===== src/rtl/iebm_pkg.sv =====
// ----------------------------------------------------------------------------
// iebm_pkg: shared types and constants
// Command codes, bus sub-phases, status codes and the queued item record
// used by the front end and the bus engine of the EEPROM byte master.
// ----------------------------------------------------------------------------
`timescale 1ns / 1ps
`default_nettype none

package iebm_pkg;

  localparam int QUEUE_DEPTH_DEFAULT = 2;
  localparam int DEV_W = 7;
  localparam int BYTE_W = 8;

  typedef enum logic [1:0] {
    OP_TICK  = 2'd0,
    OP_WRITE = 2'd1,
    OP_READ  = 2'd2
  } op_t;

  typedef enum logic [1:0] {
    CMD_TICK,
    CMD_WRITE,
    CMD_READ
  } cmd_t;

  typedef enum logic [1:0] {
    STATUS_OK      = 2'd0,
    STATUS_NO_CARD = 2'd1,
    STATUS_FAIL    = 2'd2
  } status_t;

  typedef enum logic [3:0] {
    SP_IDLE = 4'd0,
    SP_ST0  = 4'd1,
    SP_ST1  = 4'd2,
    SP_ST2  = 4'd3,
    SP_ST3  = 4'd4,
    SP_WLO  = 4'd5,
    SP_WHI  = 4'd6,
    SP_ALO  = 4'd7,
    SP_AHI  = 4'd8,
    SP_RLO  = 4'd9,
    SP_RHI  = 4'd10,
    SP_NLO  = 4'd11,
    SP_NHI  = 4'd12,
    SP_P1   = 4'd13,
    SP_P2   = 4'd14,
    SP_P3   = 4'd15
  } sub_t;

  typedef enum logic [1:0] {
    STG_DEV  = 2'd0,
    STG_ADDR = 2'd1,
    STG_LAST = 2'd2,
    STG_RECV = 2'd3
  } stage_t;

  typedef struct packed {
    cmd_t              cmd;
    logic [BYTE_W-1:0] word_address;
    logic [BYTE_W-1:0] write_data;
    logic [BYTE_W-1:0] byte_count;
    logic              card_present;
    logic              sda_in;
  } item_t;

endpackage

`default_nettype wire


===== src/rtl/i2c_eeprom_byte_master.sv =====
// ----------------------------------------------------------------------------
// i2c_eeprom_byte_master: serial EEPROM byte write and random read master
// Takes one bus bit-phase tick per input beat with the sampled SDA level and
// returns the SCL and SDA levels driven in that tick with transaction status.
//
//   channel  | direction | handshake          | payload
//   ---------+-----------+--------------------+---------------------------------
//   input    | in        | in_valid/in_stall  | operation .. sda_in
//   result   | out       | out_valid/out_stall| scl_level .. status
//   config   | in        | cfg_valid/cfg_ready| cfg_data (device address)
//
// One tick enters and one result leaves per cycle unless the result stalls;
// a tick passes the item queue, then the sequencer's result register.
// Reset clears the queue, the sequencer state and the result valid flag.
// A stalled result holds the sequencer; the queue of QUEUE_DEPTH beats then
// fills and in_stall rises.
// ----------------------------------------------------------------------------
`timescale 1ns / 1ps
`default_nettype none

module i2c_eeprom_byte_master #(
  parameter int QUEUE_DEPTH = iebm_pkg::QUEUE_DEPTH_DEFAULT
) (
  input  wire logic                        clk,
  input  wire logic                        rst,
  input  wire logic                        cfg_valid,
  output logic                             cfg_ready,
  input  wire logic [iebm_pkg::DEV_W-1:0]  cfg_data,
  input  wire logic                        in_valid,
  output logic                             in_stall,
  input  wire logic [1:0]                  operation,
  input  wire logic [iebm_pkg::BYTE_W-1:0] word_address,
  input  wire logic [iebm_pkg::BYTE_W-1:0] write_data,
  input  wire logic [iebm_pkg::BYTE_W-1:0] byte_count,
  input  wire logic                        card_present,
  input  wire logic                        sda_in,
  output logic                             out_valid,
  input  wire logic                        out_stall,
  output logic                             scl_level,
  output logic                             sda_release,
  output logic                             busy_res,
  output logic                             byte_valid,
  output logic [iebm_pkg::BYTE_W-1:0]      read_data,
  output logic                             done_res,
  output logic [1:0]                       status
);
  import iebm_pkg::*;

  localparam logic [DEV_W-1:0] DEV_RESET = 7'd80;

  logic [DEV_W-1:0] device_address;
  logic             q_valid;
  logic             q_pop;
  item_t            q_item;

  assign cfg_ready = 1'b1;

  always_ff @(posedge clk) begin
    if (rst) begin
      device_address <= DEV_RESET;
    end else if (cfg_valid && cfg_ready) begin
      device_address <= cfg_data;
    end
  end

  iebm_front #(
    .QUEUE_DEPTH (QUEUE_DEPTH)
  ) u_front (
    .clk          (clk),
    .rst          (rst),
    .in_valid     (in_valid),
    .in_stall     (in_stall),
    .operation    (operation),
    .word_address (word_address),
    .write_data   (write_data),
    .byte_count   (byte_count),
    .card_present (card_present),
    .sda_in       (sda_in),
    .q_valid      (q_valid),
    .q_item       (q_item),
    .q_pop        (q_pop)
  );

  iebm_engine u_engine (
    .clk            (clk),
    .rst            (rst),
    .device_address (device_address),
    .q_valid        (q_valid),
    .q_item         (q_item),
    .q_pop          (q_pop),
    .out_valid      (out_valid),
    .out_stall      (out_stall),
    .scl_level      (scl_level),
    .sda_release    (sda_release),
    .busy_res       (busy_res),
    .byte_valid     (byte_valid),
    .read_data      (read_data),
    .done_res       (done_res),
    .status         (status)
  );

endmodule

`default_nettype wire


===== src/rtl/iebm_front.sv =====
// ----------------------------------------------------------------------------
// iebm_front: command decode and item queue
// Accepts input beats, maps the operation code to a command and holds the
// decoded items in a small queue until the bus engine takes them.
// ----------------------------------------------------------------------------
`timescale 1ns / 1ps
`default_nettype none

module iebm_front #(
  parameter int QUEUE_DEPTH = iebm_pkg::QUEUE_DEPTH_DEFAULT
) (
  input  wire logic                      clk,
  input  wire logic                      rst,
  input  wire logic                      in_valid,
  output logic                           in_stall,
  input  wire logic [1:0]                operation,
  input  wire logic [iebm_pkg::BYTE_W-1:0] word_address,
  input  wire logic [iebm_pkg::BYTE_W-1:0] write_data,
  input  wire logic [iebm_pkg::BYTE_W-1:0] byte_count,
  input  wire logic                      card_present,
  input  wire logic                      sda_in,
  output logic                           q_valid,
  output iebm_pkg::item_t                q_item,
  input  wire logic                      q_pop
);
  import iebm_pkg::*;

  localparam int PTR_W = (QUEUE_DEPTH > 1) ? $clog2(QUEUE_DEPTH) : 1;
  localparam int CNT_W = $clog2(QUEUE_DEPTH + 1);
  localparam logic [PTR_W-1:0] LAST_PTR = PTR_W'(QUEUE_DEPTH - 1);
  localparam logic [CNT_W-1:0] FULL_CNT = CNT_W'(QUEUE_DEPTH);

  item_t            slots [QUEUE_DEPTH];
  logic [PTR_W-1:0] wr_ptr;
  logic [PTR_W-1:0] rd_ptr;
  logic [CNT_W-1:0] count;
  logic             push;
  item_t            in_item;

  always_comb begin
    case (operation)
      OP_WRITE: in_item.cmd = CMD_WRITE;
      OP_READ:  in_item.cmd = CMD_READ;
      default:  in_item.cmd = CMD_TICK;
    endcase
    in_item.word_address = word_address;
    in_item.write_data   = write_data;
    in_item.byte_count   = byte_count;
    in_item.card_present = card_present;
    in_item.sda_in       = sda_in;
  end

  assign in_stall = (count == FULL_CNT);
  assign push     = in_valid && !in_stall;
  assign q_valid  = (count != '0);
  assign q_item   = slots[rd_ptr];

  always_ff @(posedge clk) begin
    if (push) begin
      slots[wr_ptr] <= in_item;
    end
  end

  always_ff @(posedge clk) begin
    if (rst) begin
      wr_ptr <= '0;
      rd_ptr <= '0;
      count  <= '0;
    end else begin
      if (push) begin
        wr_ptr <= (wr_ptr == LAST_PTR) ? '0 : wr_ptr + 1'b1;
      end
      if (q_pop) begin
        rd_ptr <= (rd_ptr == LAST_PTR) ? '0 : rd_ptr + 1'b1;
      end
      if (push && !q_pop) begin
        count <= count + 1'b1;
      end else if (!push && q_pop) begin
        count <= count - 1'b1;
      end
    end
  end

endmodule

`default_nettype wire


===== src/rtl/iebm_engine.sv =====
// ----------------------------------------------------------------------------
// iebm_engine: bus sequencer and result register
// Steps the start, byte, acknowledge, receive and stop phases once per
// queued tick and registers one result beat per step.
// ----------------------------------------------------------------------------
`timescale 1ns / 1ps
`default_nettype none

module iebm_engine (
  input  wire logic                        clk,
  input  wire logic                        rst,
  input  wire logic [iebm_pkg::DEV_W-1:0]  device_address,
  input  wire logic                        q_valid,
  input  wire iebm_pkg::item_t             q_item,
  output logic                             q_pop,
  output logic                             out_valid,
  input  wire logic                        out_stall,
  output logic                             scl_level,
  output logic                             sda_release,
  output logic                             busy_res,
  output logic                             byte_valid,
  output logic [iebm_pkg::BYTE_W-1:0]      read_data,
  output logic                             done_res,
  output logic [1:0]                       status
);
  import iebm_pkg::*;

  stage_t            stage, stage_next;
  sub_t              sub, sub_next;
  logic [3:0]        bit_counter, bit_counter_next;
  logic [BYTE_W-1:0] shift_byte, shift_byte_next;
  logic [BYTE_W-1:0] current_address, current_address_next;
  logic [BYTE_W-1:0] bytes_left, bytes_left_next;
  logic [BYTE_W-1:0] held_data, held_data_next;
  logic              error_seen, error_seen_next;
  logic              is_read, is_read_next;

  logic              o_scl, o_sda, o_busy, o_valid, o_done;
  logic [BYTE_W-1:0] o_data;
  status_t           o_status;

  logic              emit_req, finish_req, fail_req, load_req;
  logic [BYTE_W-1:0] emit_data;
  stage_t            load_stage;
  logic [BYTE_W-1:0] dev_byte;
  logic              step_en;

  assign step_en  = !out_valid || !out_stall;
  assign q_pop    = q_valid && step_en;
  assign dev_byte = {device_address, 1'b0};

  always_comb begin
    stage_next           = stage;
    sub_next             = sub;
    bit_counter_next     = bit_counter;
    shift_byte_next      = shift_byte;
    current_address_next = current_address;
    bytes_left_next      = bytes_left;
    held_data_next       = held_data;
    error_seen_next      = error_seen;
    is_read_next         = is_read;
    o_scl      = 1'b1;
    o_sda      = 1'b1;
    o_busy     = (sub != SP_IDLE);
    o_valid    = 1'b0;
    o_data     = '0;
    o_done     = 1'b0;
    o_status   = STATUS_OK;
    emit_req   = 1'b0;
    finish_req = 1'b0;
    fail_req   = 1'b0;
    load_req   = 1'b0;
    emit_data  = shift_byte;
    load_stage = stage;

    case (sub)
      SP_IDLE: begin
        stage_next = STG_DEV;
        sub_next   = SP_IDLE;
        if (q_item.cmd == CMD_WRITE) begin
          is_read_next         = 1'b0;
          error_seen_next      = 1'b0;
          current_address_next = q_item.word_address;
          held_data_next       = q_item.write_data;
          bytes_left_next      = '0;
          o_busy = 1'b1;
          o_scl  = 1'b0;
          sub_next = SP_ST1;
        end else if (q_item.cmd == CMD_READ) begin
          is_read_next         = 1'b1;
          error_seen_next      = 1'b0;
          current_address_next = q_item.word_address;
          bytes_left_next      = q_item.byte_count;
          o_busy = 1'b1;
          if (!q_item.card_present) begin
            o_done   = 1'b1;
            o_status = STATUS_NO_CARD;
          end else if (q_item.byte_count == '0) begin
            o_done = 1'b1;
          end else begin
            o_scl    = 1'b0;
            sub_next = SP_ST1;
          end
        end
      end
      SP_ST0: begin
        o_scl    = 1'b0;
        sub_next = SP_ST1;
      end
      SP_ST1: begin
        if (!q_item.sda_in) begin
          fail_req = 1'b1;
        end else begin
          sub_next = SP_ST2;
        end
      end
      SP_ST2: begin
        o_sda = 1'b0;
        if (q_item.sda_in) begin
          fail_req = 1'b1;
        end else begin
          sub_next = SP_ST3;
        end
      end
      SP_ST3: begin
        o_scl    = 1'b0;
        o_sda    = 1'b0;
        load_req = 1'b1;
      end
      SP_WLO: begin
        o_scl    = 1'b0;
        o_sda    = shift_byte[BYTE_W-1];
        sub_next = SP_WHI;
      end
      SP_WHI: begin
        o_sda            = shift_byte[BYTE_W-1];
        shift_byte_next  = {shift_byte[BYTE_W-2:0], 1'b0};
        bit_counter_next = bit_counter + 4'd1;
        sub_next         = (bit_counter_next >= 4'd8) ? SP_ALO : SP_WLO;
      end
      SP_ALO: begin
        o_scl    = 1'b0;
        sub_next = SP_AHI;
      end
      SP_AHI: begin
        if (q_item.sda_in) begin
          error_seen_next = 1'b1;
          shift_byte_next = '0;
          sub_next        = SP_P1;
        end else if (stage == STG_DEV) begin
          load_req   = 1'b1;
          load_stage = STG_ADDR;
        end else if (stage == STG_ADDR) begin
          if (is_read) begin
            stage_next = STG_LAST;
            sub_next   = SP_ST0;
          end else begin
            load_req   = 1'b1;
            load_stage = STG_LAST;
          end
        end else if (stage == STG_LAST && is_read) begin
          shift_byte_next  = '0;
          bit_counter_next = '0;
          stage_next       = STG_RECV;
          sub_next         = SP_RLO;
        end else begin
          sub_next = SP_P1;
        end
      end
      SP_RLO: begin
        o_scl    = 1'b0;
        sub_next = SP_RHI;
      end
      SP_RHI: begin
        shift_byte_next  = {shift_byte[BYTE_W-2:0], q_item.sda_in};
        bit_counter_next = bit_counter + 4'd1;
        sub_next         = (bit_counter_next >= 4'd8) ? SP_NLO : SP_RLO;
      end
      SP_NLO: begin
        o_scl    = 1'b0;
        sub_next = SP_NHI;
      end
      SP_NHI: begin
        sub_next = SP_P1;
      end
      SP_P1: begin
        o_scl    = 1'b0;
        o_sda    = 1'b0;
        sub_next = SP_P2;
      end
      SP_P2: begin
        o_sda    = 1'b0;
        sub_next = SP_P3;
      end
      SP_P3: begin
        if (is_read) begin
          emit_req = 1'b1;
        end else begin
          finish_req = 1'b1;
        end
      end
      default: begin
        stage_next = STG_DEV;
        sub_next   = SP_IDLE;
      end
    endcase

    if (fail_req) begin
      error_seen_next = 1'b1;
      shift_byte_next = '0;
      if (stage == STG_LAST) begin
        sub_next = SP_P1;
      end else if (is_read) begin
        emit_req  = 1'b1;
        emit_data = '0;
      end else begin
        finish_req = 1'b1;
      end
    end

    if (load_req) begin
      case (load_stage)
        STG_DEV:  shift_byte_next = dev_byte;
        STG_ADDR: shift_byte_next = current_address;
        default:  shift_byte_next = is_read ? (dev_byte | 8'h01) : held_data;
      endcase
      bit_counter_next = '0;
      stage_next       = load_stage;
      sub_next         = SP_WLO;
    end

    if (emit_req) begin
      o_valid              = 1'b1;
      o_data               = emit_data;
      o_status             = error_seen_next ? STATUS_FAIL : STATUS_OK;
      current_address_next = current_address + 1'b1;
      bytes_left_next      = bytes_left - 1'b1;
      stage_next           = STG_DEV;
      if (bytes_left_next == '0) begin
        o_done   = 1'b1;
        sub_next = SP_IDLE;
      end else begin
        sub_next = SP_ST0;
      end
    end

    if (finish_req) begin
      o_done     = 1'b1;
      o_status   = error_seen_next ? STATUS_FAIL : STATUS_OK;
      stage_next = STG_DEV;
      sub_next   = SP_IDLE;
    end
  end

  always_ff @(posedge clk) begin
    if (rst) begin
      stage           <= STG_DEV;
      sub             <= SP_IDLE;
      bit_counter     <= '0;
      shift_byte      <= '0;
      current_address <= '0;
      bytes_left      <= '0;
      held_data       <= '0;
      error_seen      <= 1'b0;
      is_read         <= 1'b0;
    end else if (q_pop) begin
      stage           <= stage_next;
      sub             <= sub_next;
      bit_counter     <= bit_counter_next;
      shift_byte      <= shift_byte_next;
      current_address <= current_address_next;
      bytes_left      <= bytes_left_next;
      held_data       <= held_data_next;
      error_seen      <= error_seen_next;
      is_read         <= is_read_next;
    end
  end

  always_ff @(posedge clk) begin
    if (rst) begin
      out_valid <= 1'b0;
    end else if (step_en) begin
      out_valid <= q_valid;
    end
  end

  always_ff @(posedge clk) begin
    if (q_pop) begin
      scl_level   <= o_scl;
      sda_release <= o_sda;
      busy_res    <= o_busy;
      byte_valid  <= o_valid;
      read_data   <= o_data;
      done_res    <= o_done;
      status      <= o_status;
    end
  end

`ifndef SYNTHESIS
  a_hold_on_stall: assert property (@(posedge clk) disable iff (rst)
    out_valid && out_stall |=> $stable(sub) && $stable(bytes_left) && out_valid)
    else $error("engine advanced while result beat stalled");

  a_status_marks: assert property (@(posedge clk) disable iff (rst)
    out_valid && (status != STATUS_OK) |-> byte_valid || done_res)
    else $error("status set on a beat without byte or done");

  a_data_needs_valid: assert property (@(posedge clk) disable iff (rst)
    out_valid && (read_data != '0) |-> byte_valid)
    else $error("read data set without byte valid");

  a_result_busy: assert property (@(posedge clk) disable iff (rst)
    out_valid && (byte_valid || done_res) |-> busy_res)
    else $error("byte or done beat reported while not busy");

  a_no_card_bus: assert property (@(posedge clk) disable iff (rst)
    out_valid && (status == STATUS_NO_CARD) |-> scl_level && sda_release && !byte_valid)
    else $error("no-card beat touched the bus");
`endif

endmodule

`default_nettype wire


===== config.mk =====
export PLATFORM = sky130hd
export DESIGN_NAME = i2c_eeprom_byte_master
export DESIGN_NICKNAME = d
export VERILOG_FILES = /design/src/rtl/iebm_pkg.sv /design/src/rtl/i2c_eeprom_byte_master.sv /design/src/rtl/iebm_front.sv /design/src/rtl/iebm_engine.sv
export SDC_FILE = /design/constraint.sdc
export NUM_CORES = 1
export LEC_CHECK = 0
export BUFFER_PORTS_ARGS = -buffer_cell sky130_fd_sc_hd__buf_2
export CAP_MARGIN = 10
export CORE_MARGIN = 10
export CORE_UTILIZATION = 40
export DETAILED_ROUTE_END_ITERATION = 8
export GPL_ROUTABILITY_DRIVEN = 0
export SLEW_MARGIN = 15
export SYNTH_ARGS = -nofsm -noshare
export SYNTH_HDL_FRONTEND = slang
export SYNTH_HIERARCHICAL = 1
export SYNTH_SLANG_ARGS = --single-unit

===== constraint.sdc =====
create_clock -name clk -period 6 [get_ports clk]
set_clock_uncertainty 0.1 [all_clocks]
set_input_delay 1.2 -clock clk [delete_from_list [all_inputs] [get_ports clk]]
set_output_delay 1.2 -clock clk [all_outputs]
set_load 0.01 [all_outputs]

==> results_dict.tcl <==
set metrics [dict create \
    nets 660 \
    whs_ns 0.382 \
    portBuffers 56 \
    power_density_mw_per_mm2 444 \
    ys_seq_elements 128 \
    final.setup.tns_ns 0 \
    multi_input_area_mm2 0.00258 \
    ys_types 68 \
    switching_share_pct 31.4 \
    final_cells 814 \
    ctsHoldBuffers 0 \
    syn_avg_cell_area_um2 10.8 \
    synth-simple-area-share_pct 16.1 \
    cap_violations 0 \
    power_mw 3.16 \
    via_count 4539 \
    drv_slew 0 \
    pwr-share-comb_pct 25.8 \
    rsz0062_at_grt "false" \
    relSlewSlack_pct 32.0 \
    clock_sinks 128 \
    antennaDiodeCount 0 \
    avgViaCountPerCell 5.58 \
    cts_tree "done" \
    hp-class "reg2reg" \
    h-tree-depth 4 \
    drc 0 \
    synth_top_flop_cell "edfxtp_1" \
    place_area_mm2 0.00648 \
    worst-path-max-fanout 28 \
    max_freq_mhz 281 \
    cts_buffer_depth 2 \
    p_sw_uw 994 \
    synth_area_leaders "edfxtp_1, dfxtp_1, mux2_2" \
    firstDrtPassIters 5 \
    synth_top_family_by_area "simple AND/OR/NAND/NOR gates" \
    pin_count 58 \
    synth_xor_area_share_pct 1.44 \
    dp_hpwl_um 9420 \
    grt_remaining_overflow 0 \
    register_area_mm2 0.00327 \
    cts_resized 0 \
    setup_viol 0 \
    worst_pin_slew_ns 1.01 \
    synthCells 565 \
    seqPwrFrac_pct 39.1 \
    synth_compound_area_share_pct 15.2 \
    chipHeight_um 143 \
    syn_nets 612 \
    cp-start-kind "flop" \
    die_w_um 143 \
    die_area_mm2 0.0205 \
    dpl.cell_count 781 \
    wl_um 13800 \
    synth_area_leader_cell "edfxtp_1" \
    synth-adder-area-share_pct 1.44 \
    yosysTopAreaCellShare_pct 35.0 \
    muxShareOfSynthArea_pct 8.16 \
    synth_edf_count 71 \
    drtIter0Drc 444 \
    p_leak_nw 2.66 \
    rows 45 \
    hold_viol 0 \
    drive_above_1_share_pct 22.5 \
    min_period_ns 3.56 \
    yosysSeqAreaShare_pct 53.8 \
    required_ns 6.17 \
    clockRootBuffer "clkbuf_16" \
    path_clk_slew_ns 0.05 \
    start_util_pct 40.5 \
    arrival_ns 3.73 \
    ir_drop_v 0.000205 \
    clock_latency_ns 0.42 \
    finalCritPeriodShare_pct 59.4 \
    grt_pass1_wl_um 22500 \
    final_area_mm2 0.00713 \
    area_growth_pct 17.1 \
    post_cts_buffers 0 \
    crit_type "reg2reg" \
    cts_buffers 17 \
    ant_nets 0 \
    grt_pass1_vias 4410 \
    grt.total_usage_pct 13.9 \
    crit_path_end_kind "flop" \
    clock_power_share_pct 35.1 \
    n_fill_cell 1351 \
    core_mm2 0.0150 \
    grt_max_degree 62 \
    synthArstFlopShare_pct 0 \
    antenna_found_initial 0 \
    wl_per_cell_um 16.9 \
    synth_warnings 6 \
    p_int_mw 2.17 \
    status "finished clean" \
    syn_area_mm2 0.00609 \
]
[metrics by stage]
step                util [%]  setup WS [ns]
floorplan                  -           3.05
global route            47.4           2.14
detailed placement      43.1           2.15
CTS                     47.4           2.49
global placement        43.1           2.31
finish                  47.4           2.44
[layout by cell type, fill, tap and decap left out, drive strengths merged, types with 7 or more instances in the layout]
cell and instances:
ha 7, clkinv 7, mux2 29, a311oi 10
nand3 12, inv 19, dfxtp 57, and3 11
clkbuf 17, nor2b 10, a31oi 7, o21ai 21
nand2b 7, mux2i 17, edfxtp 71, nand2 32
a21oi 35, nor2 69, nor3 16, buf 63
nand3b 9, a211oi 8
[sequential cells by signal (all words and copies together), names as in the netlist, 2 cells and up, named ones only]
signal and cells:
device_address 7, u_engine/bit_counter 4, u_engine/bytes_left 8, u_engine/current_address 8
u_engine/held_data 8, u_engine/read_data 8, u_engine/shift_byte 8, u_engine/stage 2
u_engine/status 2, u_engine/sub 4, u_front/count 2, u_front/slots 56
[cells in the mapped netlist (all sizes together), types with 2 or more instances]
master	n
and2	2
a221o	2
a211oi	8
a211o	4
a41o	2
ha	7
dfxtp	57
buf	19
nor4	4
a32oi	2
nor2	69
nand2b	7
and3	11
a21o	6
a31oi	7
o211ai	5
mux2	29
o32ai	5
nand4	3
o22ai	2
a22oi	2
nor3b	2
nand3	12
o21ai	21
nand3b	9
nor2b	10
a22o	2
o21a	2
or3	6
xor2	4
edfxtp	71
inv	17
nor3	16
xnor2	6
a221oi	2
a21oi	35
nor4b	2
or4	3
clkbuf	15
mux2i	17
nand2	32
a311oi	10
a222oi	5
[metal layers]
metal | routed length [um] | global-route usage, %
met4 | 181 | 4.46
met5 | 0 | 0
met2 | 6350 | 21.3
met1 | 6450 | 17.9
met3 | 787 | 4.75
[kinds of logic (layout without fill, tap and decap cells)]
group | count (synthesis) | after routing
multiplexers | 46 | 46
buffers and inverters | 52 | 113
other | 1 | 1
flip-flops | 128 | 128
AO/OA/AOI/OAI | 129 | 129
XOR/XNOR | 10 | 10
adder cells (fa/ha/maj) | 7 | 7
AND/OR/NAND/NOR | 192 | 192
[path summary, 6_finish.rpt]
path	start	endpoint	slack, ns	cells after the start
worst max-delay path	flop	u_engine/bytes_left[1]$_SDFFE_PP0P_	2.44	10
worst max register to register	flop	u_engine/bytes_left[1]$_SDFFE_PP0P_	2.44	10
worst min register to register	u_engine/bit_counter[1]$_SDFFE_PP0P_	u_engine/bit_counter[1]$_SDFFE_PP0P_	0.38	2
worst min-delay path	u_engine/bit_counter[1]$_SDFFE_PP0P_	u_engine/bit_counter[1]$_SDFFE_PP0P_	0.38	2
[power by group through the flow]
stage	registers, mW	clock network (mW)	logic, mW
detailed placement	1.25	0	0.813
finish	1.24	1.11	0.817
CTS	1.24	1.13	0.819
global placement	1.25	0	0.800
global route	1.26	1.17	0.909
floorplan	1.21	0	0.602
[critical path: stages (launching register included)]
cell      delay, ns
dfxtp_1        0.32
buf_4          0.34
mux2_2         0.51
xnor2_1        0.32
a41o_1         0.33
nand2_2        0.35
inv_2          0.43
o21ai_1        0.10
buf_4          0.22
a311oi_1       0.28
a211oi_1       0.08
[cell type report]
cell class                      instances  area share [%]
Sequential cell                       128            45.9
Multi-Input combinational cell        385            36.2
Clock buffer                           17            5.97
Timing Repair Buffer                   63            4.67
Tap cell                              188            3.30
Clock inverter                         15            2.98
Inverter                               18           0.948
(Power assumes the default switching activity.)
